## src/rtl/ajp_pkg.sv

```systemverilog
// Package for the auto joypad poll sequencer.
// Holds the transaction structs and the step and start-window constants.
// No dependencies.
`timescale 1ns / 1ps

package ajp_pkg;

  localparam int unsigned StepW = 6;
  localparam int unsigned PadW  = 16;
  localparam int unsigned NumPads = 4;

  localparam logic [StepW-1:0] IdleStep  = 6'd33;
  localparam logic [StepW-1:0] LatchStep = 6'd0;
  localparam logic [StepW-1:0] UnlatchStep = 6'd1;
  localparam logic [StepW-1:0] FirstIoStep = 6'd2;
  localparam logic [10:0]      DotLow    = 11'd130;
  localparam logic [10:0]      DotHigh   = 11'd384;

  // one accepted edge
  typedef struct packed {
    logic [8:0]  line;
    logic [10:0] dot;
    logic [8:0]  visible_lines;
    logic        phase_zero;
    logic        cpu_latch;
    logic [1:0]  port1_bits;
    logic [1:0]  port2_bits;
  } in_item_t;

  // per-edge flags of one result transaction
  typedef struct packed {
    logic latch_write;
    logic latch_level;
    logic port_read;
    logic busy;
  } res_flags_t;

  typedef logic [NumPads-1:0][PadW-1:0] pad_bank_t;

endpackage

```

## src/rtl/auto_joypad_poll_sequencer_core.sv

```systemverilog
// Top level of the auto joypad poll sequencer.
// Holds the poll enable register and joins the input stage and step sequencer.
// Depends on ajp_pkg, ajp_in_reg, ajp_seq.
`timescale 1ns / 1ps

// Takes one transaction per edge and returns exactly one result
// transaction for it. An edge passes an input register and a result register,
// with the combinational step update between them. While out_stall_i is low,
// one edge can be accepted every cycle. A poll runs steps 0 to 33 on
// consecutive edges: latch, unlatch, then alternating port samples and pad
// shifts. poll_enable is written through cfg_we_i / cfg_wdata_i; the user must
// write it only while the block is idle, as the block itself does not enforce it.
module auto_joypad_poll_sequencer_core import ajp_pkg::*; (
  input  logic        clk_i,
  input  logic        rst_ni,
  input  logic        cfg_we_i,
  input  logic        cfg_wdata_i,
  input  logic        in_valid_i,
  output logic        in_stall_o,
  input  logic [8:0]  line_i,
  input  logic [10:0] dot_i,
  input  logic [8:0]  visible_lines_i,
  input  logic        phase_zero_i,
  input  logic        cpu_latch_i,
  input  logic [1:0]  port1_bits_i,
  input  logic [1:0]  port2_bits_i,
  output logic        out_valid_o,
  input  logic        out_stall_i,
  output logic        latch_write_o,
  output logic        latch_level_o,
  output logic        port_read_o,
  output logic [15:0] pad1_o,
  output logic [15:0] pad2_o,
  output logic [15:0] pad3_o,
  output logic [15:0] pad4_o,
  output logic        busy_res_o
);

  logic       poll_enable_q, poll_enable_d;
  in_item_t   in_item;
  in_item_t   item;
  logic       item_valid;
  logic       item_take;
  res_flags_t flags;
  pad_bank_t  pads;

  assign poll_enable_d = cfg_we_i ? cfg_wdata_i : poll_enable_q;

  always_ff @(posedge clk_i or negedge rst_ni) begin
    if (!rst_ni) begin
      poll_enable_q <= 1'b0;
    end else begin
      poll_enable_q <= poll_enable_d;
    end
  end

  assign in_item.line          = line_i;
  assign in_item.dot           = dot_i;
  assign in_item.visible_lines = visible_lines_i;
  assign in_item.phase_zero    = phase_zero_i;
  assign in_item.cpu_latch     = cpu_latch_i;
  assign in_item.port1_bits    = port1_bits_i;
  assign in_item.port2_bits    = port2_bits_i;

  ajp_in_reg u_in_reg (
    .clk_i        (clk_i),
    .rst_ni       (rst_ni),
    .in_valid_i   (in_valid_i),
    .in_stall_o   (in_stall_o),
    .in_item_i    (in_item),
    .item_valid_o (item_valid),
    .item_o       (item),
    .item_take_i  (item_take)
  );

  ajp_seq u_seq (
    .clk_i         (clk_i),
    .rst_ni        (rst_ni),
    .poll_enable_i (poll_enable_q),
    .item_valid_i  (item_valid),
    .item_i        (item),
    .item_take_o   (item_take),
    .res_valid_o   (out_valid_o),
    .res_stall_i   (out_stall_i),
    .res_flags_o   (flags),
    .pads_o        (pads)
  );

  assign latch_write_o = flags.latch_write;
  assign latch_level_o = flags.latch_level;
  assign port_read_o   = flags.port_read;
  assign busy_res_o    = flags.busy;
  assign pad1_o        = pads[0];
  assign pad2_o        = pads[1];
  assign pad3_o        = pads[2];
  assign pad4_o        = pads[3];

endmodule

```

## src/rtl/ajp_in_reg.sv

```systemverilog
// Input register stage of the auto joypad poll sequencer.
// Captures one edge transaction and holds it until the step logic takes it.
// Depends on ajp_pkg.
`timescale 1ns / 1ps

module ajp_in_reg import ajp_pkg::*; (
  input  logic     clk_i,
  input  logic     rst_ni,
  input  logic     in_valid_i,
  output logic     in_stall_o,
  input  in_item_t in_item_i,
  output logic     item_valid_o,
  output in_item_t item_o,
  input  logic     item_take_i
);

  logic     valid_q, valid_d;
  in_item_t item_q;
  logic     load;

  // stage is free when empty or being drained this cycle
  assign in_stall_o = valid_q && !item_take_i;
  assign load       = in_valid_i && !in_stall_o;

  always_comb begin
    valid_d = valid_q;
    if (load) begin
      valid_d = 1'b1;
    end else if (item_take_i) begin
      valid_d = 1'b0;
    end
  end

  always_ff @(posedge clk_i or negedge rst_ni) begin
    if (!rst_ni) begin
      valid_q <= 1'b0;
    end else begin
      valid_q <= valid_d;
    end
  end

  always_ff @(posedge clk_i) begin
    if (load) begin
      item_q <= in_item_i;
    end
  end

  assign item_valid_o = valid_q;
  assign item_o       = item_q;

endmodule

```

## src/rtl/ajp_seq.sv

```systemverilog
// Step sequencer of the auto joypad poll sequencer: step counter, port
// samples, the four pad shift registers and the result register.
// Depends on ajp_pkg.
`timescale 1ns / 1ps

module ajp_seq import ajp_pkg::*; (
  input  logic       clk_i,
  input  logic       rst_ni,
  input  logic       poll_enable_i,
  input  logic       item_valid_i,
  input  in_item_t   item_i,
  output logic       item_take_o,
  output logic       res_valid_o,
  input  logic       res_stall_i,
  output res_flags_t res_flags_o,
  output pad_bank_t  pads_o
);

  logic [StepW-1:0] step_q, step_d;
  logic [1:0]       samp1_q, samp1_d;
  logic [1:0]       samp2_q, samp2_d;
  pad_bank_t        pad_q, pad_d;
  res_flags_t       flags_q, flags_d;
  logic             res_valid_q, res_valid_d;
  logic             start;
  logic             active;

  assign item_take_o = item_valid_i && (!res_valid_q || !res_stall_i);

  assign start = (item_i.line == item_i.visible_lines) && item_i.phase_zero &&
                 (item_i.dot >= DotLow) && (item_i.dot <= DotHigh);

  always_comb begin
    step_d  = step_q;
    samp1_d = samp1_q;
    samp2_d = samp2_q;
    pad_d   = pad_q;
    flags_d = '0;
    active  = 1'b1;

    if (start) begin
      step_d = LatchStep;
    end else if (step_q >= IdleStep) begin
      active = 1'b0;
    end else begin
      step_d = step_q + 6'd1;
    end

    if (active) begin
      if (step_d == LatchStep) begin
        flags_d.latch_write = 1'b1;
        flags_d.latch_level = poll_enable_i | item_i.cpu_latch;
        if (poll_enable_i) begin
          pad_d = '0;
        end
      end
      if (step_d == UnlatchStep) begin
        flags_d.latch_write = 1'b1;
        flags_d.latch_level = item_i.cpu_latch;
      end
      // disable aborts everywhere except the unlatch step
      if (step_d != UnlatchStep && !poll_enable_i) begin
        step_d = IdleStep;
      end else if (step_d >= FirstIoStep) begin
        if (!step_d[0]) begin
          samp1_d = item_i.port1_bits;
          samp2_d = item_i.port2_bits;
          flags_d.port_read = 1'b1;
        end else begin
          pad_d[0] = {pad_q[0][PadW-2:0], samp1_q[0]};
          pad_d[1] = {pad_q[1][PadW-2:0], samp2_q[0]};
          pad_d[2] = {pad_q[2][PadW-2:0], samp1_q[1]};
          pad_d[3] = {pad_q[3][PadW-2:0], samp2_q[1]};
        end
      end
    end

    flags_d.busy = (step_d < IdleStep);
  end

  always_comb begin
    res_valid_d = res_valid_q;
    if (item_take_o) begin
      res_valid_d = 1'b1;
    end else if (!res_stall_i) begin
      res_valid_d = 1'b0;
    end
  end

  always_ff @(posedge clk_i or negedge rst_ni) begin
    if (!rst_ni) begin
      step_q      <= IdleStep;
      samp1_q     <= '0;
      samp2_q     <= '0;
      pad_q       <= '0;
      res_valid_q <= 1'b0;
    end else begin
      res_valid_q <= res_valid_d;
      if (item_take_o) begin
        step_q  <= step_d;
        samp1_q <= samp1_d;
        samp2_q <= samp2_d;
        pad_q   <= pad_d;
      end
    end
  end

  always_ff @(posedge clk_i) begin
    if (item_take_o) begin
      flags_q <= flags_d;
    end
  end

  // pad registers update only together with the result, so they are the result
  assign res_valid_o = res_valid_q;
  assign res_flags_o = flags_q;
  assign pads_o      = pad_q;

`ifndef ASSERT_OFF
  a_step_range: assert property (@(posedge clk_i) disable iff (!rst_ni)
    step_q <= IdleStep)
    else $error("step counter beyond idle");

  a_busy_match: assert property (@(posedge clk_i) disable iff (!rst_ni)
    res_valid_q |-> (flags_q.busy == (step_q < IdleStep)))
    else $error("busy flag disagrees with step counter");

  a_read_busy: assert property (@(posedge clk_i) disable iff (!rst_ni)
    (res_valid_q && flags_q.port_read) |-> (flags_q.busy && !flags_q.latch_write))
    else $error("port read outside an active poll or during latch");

  a_level_write: assert property (@(posedge clk_i) disable iff (!rst_ni)
    (res_valid_q && flags_q.latch_level) |-> flags_q.latch_write)
    else $error("latch level without latch write");

  a_idle_hold: assert property (@(posedge clk_i) disable iff (!rst_ni)
    (!item_take_o) |=> ($stable(step_q) && $stable(pad_q)))
    else $error("sequencer state moved without a transaction");
`endif

endmodule
```

## config.mk

```make
export PLATFORM = sky130hd
export DESIGN_NAME = auto_joypad_poll_sequencer_core
export DESIGN_NICKNAME = d
export VERILOG_FILES = /design/src/rtl/ajp_pkg.sv /design/src/rtl/auto_joypad_poll_sequencer_core.sv /design/src/rtl/ajp_in_reg.sv /design/src/rtl/ajp_seq.sv
export SDC_FILE = /design/constraint.sdc
export NUM_CORES = 1
export LEC_CHECK = 0
export BUFFER_PORTS_ARGS = -buffer_cell sky130_fd_sc_hd__buf_2
export CORE_ASPECT_RATIO = 1.25
export CORE_MARGIN = 2
export CORE_UTILIZATION = 50
export DETAILED_ROUTE_END_ITERATION = 8
export PLACE_DENSITY = 0.85
export SLEW_MARGIN = 5
export SYNTH_ARGS = -nofsm -noshare
export SYNTH_HDL_FRONTEND = slang
export SYNTH_SLANG_ARGS = --single-unit
```

## constraint.sdc

```tcl
create_clock -name clk_i -period 3.2 [get_ports clk_i]
set_input_delay 0.16 -clock clk_i [delete_from_list [all_inputs] [get_ports clk_i]]
set_output_delay 0.16 -clock clk_i [all_outputs]
set_load 0.01 [all_outputs]
```

==> impl_results.md <==
- Register area share after synthesis: 0.6795
- CTS max path bufs: 2
- Reg2Reg Setup Slack: about 0.33 ns
- Mapped cell area: ~0.0046 sq mm
- Starting Density: 0.5055
- Worst IR Drop VDD: approximately 650 uV
- Post-Syn Nets: about 340
- Via count: about 3300
- Detail Route Antenna Nets: 0
- RR Endpoint: u_seq.pads_o[2]$_DFFE_PN0P_
- Mux contribution to synthesized area: 0.01755
- Die height: between 100 and 150 microns
- Fillers: ~600
- Ys Warns: 0
- DRC viols: 0
- CP max stage delay: between 0.6 and 0.7 ns
- Initial drt markers: approximately 200
- I/O Buffers: between 100 and 150
- Synth Register Bits: approximately 120
- Max Cap Viol: 0
- Worst path depth: 9
- CP endpoint: u_seq.pads_o[2]$_DFFE_PN0P_
- WP data required: 3.48 ns
- Final setup TNS: 0 ns
- CP Max Fanout: 64
- # H-tree levels: 4
- CTS Buf Count: 17
- Fin crit period: between 2 and 3 ns
- Clock Latency Late Sink: 0.40 ns
- Complex-gate fraction of the synthesized area: 0.1612
- Endpoint type of the worst setup path: register
- CP top delay family: compound AO/OA/AOI/OAI gates
- Core footprint: roughly 0.0090 sq mm
- Setup CP Type: reg2reg
- Final Setup Violations: 0
- Worst-path clk slew: around 0.060 ns
- GRT Total Usage: 0.2388
- R2R cell count: 9
- Placer Congestion: ~0.84
- Synth area leader: dfrtp_1
- Cells along the critical path: inv_1 -> ha_1 -> nor2b_1 -> mux2i_2 -> o41ai_1 -> nor3b_1 -> o21ai_4 -> buf_12 -> a22o_1
- Multi-input gate area: 0.001335 sq mm
- Clk sinks: approximately 120
- Max-slew violations: 0
- Rows: 39
- Ys async rst share: 0.6638
- Final worst slack: around 0.33 ns
- RSZ-0062 raised after global routing: no
- DRT Pass-1 Iters: 4
- Dpl hpwl: 5.806 mm
- Share of the synthesized area in the top cell type: 0.4113
- Largest family of logic cells by synthesized area: compound AO/OA/AOI/OAI gates
- CP bufs+invs: 2
- Most common library cells after synthesis: dfrtp_1, a22o_1, edfxtp_1, xnor2_1, buf_2
- Worst Hold Class: in2reg
- CTS Root Cell: clkbuf_16
- Post-CTS Setup Inserts: 0
- Post-DR vias/cell: 5.600
- Pre-CTS WS: roughly 0.47 ns
- Avg Cell Area, Syn: approximately 15 sq um
- CP startpoint kind: register
- Worst Skew: slightly above 0.01 ns
- Most numerous cell in the Yosys netlist: dfrtp_1
- XOR/XNOR share of the synthesized area: 0.02111
- Status: finished clean
- I/O pin count: 111
- Global-route wire length before repair: 17.62 mm
- Crit path DAT: 3.15 ns
- Synthesized instance count: 300
- Diode count: 0
- Final Hold Vio Count: 0
- TritonCTS clock tree: done
- Final period util: 0.8956
- Slowest stage cell, crit path: dfstp_2
- Fmax: 0.3489 GHz
- Critical Path Start: u_seq.step_q[0]$_DFFE_PN1P_
- Vias in the first global route: 3377
- Synth Area in Adders: 0.008226
- Share of cells above drive strength 1: 0.3731
- Hold Path Origin: cfg_we_i
- Power per cell area: between 600 and 700 mW/mm^2
- Number of synthesized flops with an enable pin: 39
- WHS Path Cells: 2
- Area Growth Syn to Fin: 35.51%
- Die ar.: about 0.01 sq mm
- GRT overflow: 0
- Post-synth cell types: 50
- Die X: around 89 microns
- Initial antenna violation count: 0
- Reg-to-Reg Start: u_seq.step_q[0]$_DFFE_PN1P_
- Storage cell area: between 0.003 and 0.004 sq mm
- Prevailing post-synth register cell: dfrtp_1
- Slew @ Worst Pin: ~0.9 ns
- Relative slew slack: 0.3850
- Nets: 500
- Lkg Pwr: a little under 3 nW
- Routed Wire Length: ~11 mm
- Synth Area in Simple Gates: 0.08199
- Ranking of synthesized cells by area: dfrtp_1, edfxtp_1, a22o_1
- DR WL/cell: roughly 18 microns
- Largest net degree at the start of global routing: between 70 and 80
==> worst register-to-register path: stages, from the launching register on <==
cell and delay [ns]:
dfstp_2 0.67, inv_1 0.15, ha_1 0.35, nor2b_1 0.15
mux2i_2 0.13, o41ai_1 0.36, nor3b_1 0.39, o21ai_4 0.09
buf_12 0.19, a22o_1 0.26
==> flip-flops by register name, summed over array words and instances, names as in the netlist <==
register,flops
u_in_reg.item_valid_o,1
u_seq.step_q,6
u_in_reg.item_o,35
u_seq.res_flags_o,4
u_seq.pads_o,64
u_seq.res_valid_o,1
u_seq.samp2_q,2
u_seq.samp1_q,2
poll_enable_q,1
==> power by group <==
part | total (mW) | internal [mW] | switching, mW
Combinational | 0.295 | 0.132 | 0.163
Sequential | 1.68 | 1.61 | 0.0676
Clock | 1.78 | 1.12 | 0.663
==> metrics by stage <==
stage / cells / total power, mW / hold slack, ns / cell area, sq um / util
after floorplan: 300 / 1.853 / -0.1356 / 4563 / -
after CTS: 592 / 3.748 / 0.01314 / 6183 / 0.6850
after global placement: 522 / 1.933 / 0.3363 / 5228 / 0.5791
after global routing: 592 / 3.907 / 0.03269 / 6183 / 0.6850
final: 592 / 3.758 / 0.04540 / 6183 / 0.6850
after detailed placement: 522 / 1.947 / 0.3381 / 5228 / 0.5791
==> area by class of cell <==
class                           count  share of cell area
Sequential cell                   116              0.5014
Clock buffer                       21             0.08134
Clock inverter                     11             0.01174
Multi-Input combinational cell    162              0.2159
Timing Repair Buffer              153              0.1611
Inverter                            6            0.003642
Tap cell                          123             0.02489
==> repair_timing <==
action | CTS | global route
endpoints found under the hold margin | 112 | 0
resized for setup | 0 | 0
hold buffers | 38 | 0
==> worst min path at each step <==
stage,end
2_1_floorplan,poll_enable_q$_DFFE_PN0P_
3_3_place_gp,u_in_reg.item_o[9]$_DFFE_PP_
3_5_place_dp,u_in_reg.item_o[12]$_DFFE_PP_
4_1_cts,poll_enable_q$_DFFE_PN0P_
5_1_grt,poll_enable_q$_DFFE_PN0P_
6_report,poll_enable_q$_DFFE_PN0P_
==> cells in the final DEF (no fill, tap or decap), drive strengths merged, types with 3 or more instances in the layout <==
| cell | instances |
|---|---|
| nand3 | 7 |
| clkbuf | 21 |
| mux2 | 5 |
| nand2 | 8 |
| dlygate4sd3 | 38 |
| o21ai | 4 |
| inv | 7 |
| xnor2 | 10 |
| a31oi | 3 |
| dfrtp | 75 |
| nand4 | 5 |
| nand2b | 4 |
| clkinv | 8 |
| edfxtp | 39 |
| ha | 3 |
| and3 | 3 |
| nor4 | 6 |
| buf | 115 |
| nor2 | 9 |
| a22o | 64 |
==> per-layer routing <==
layer | GRT usage | part of all wire | wire (microns)
met1 | 0.2926 | 0.40 | 4329
met2 | 0.3714 | 0.50 | 5519
met3 | 0.1028 | 0.077 | 848
met4 | 0.08955 | 0.023 | 250
met5 | 0 | 0 | 0
==> cells by family (layout without fill, tap and decap cells) <==
group | count (synthesis) | in the layout
buf+inv | 22 | 191
fa+ha+maj | 3 | 3
flops | 116 | 116
xor+xnor | 11 | 11
mux | 7 | 7
simple gates | 55 | 55
compound gates | 86 | 86
Note: power is estimated with default switching activity, not from simulation.
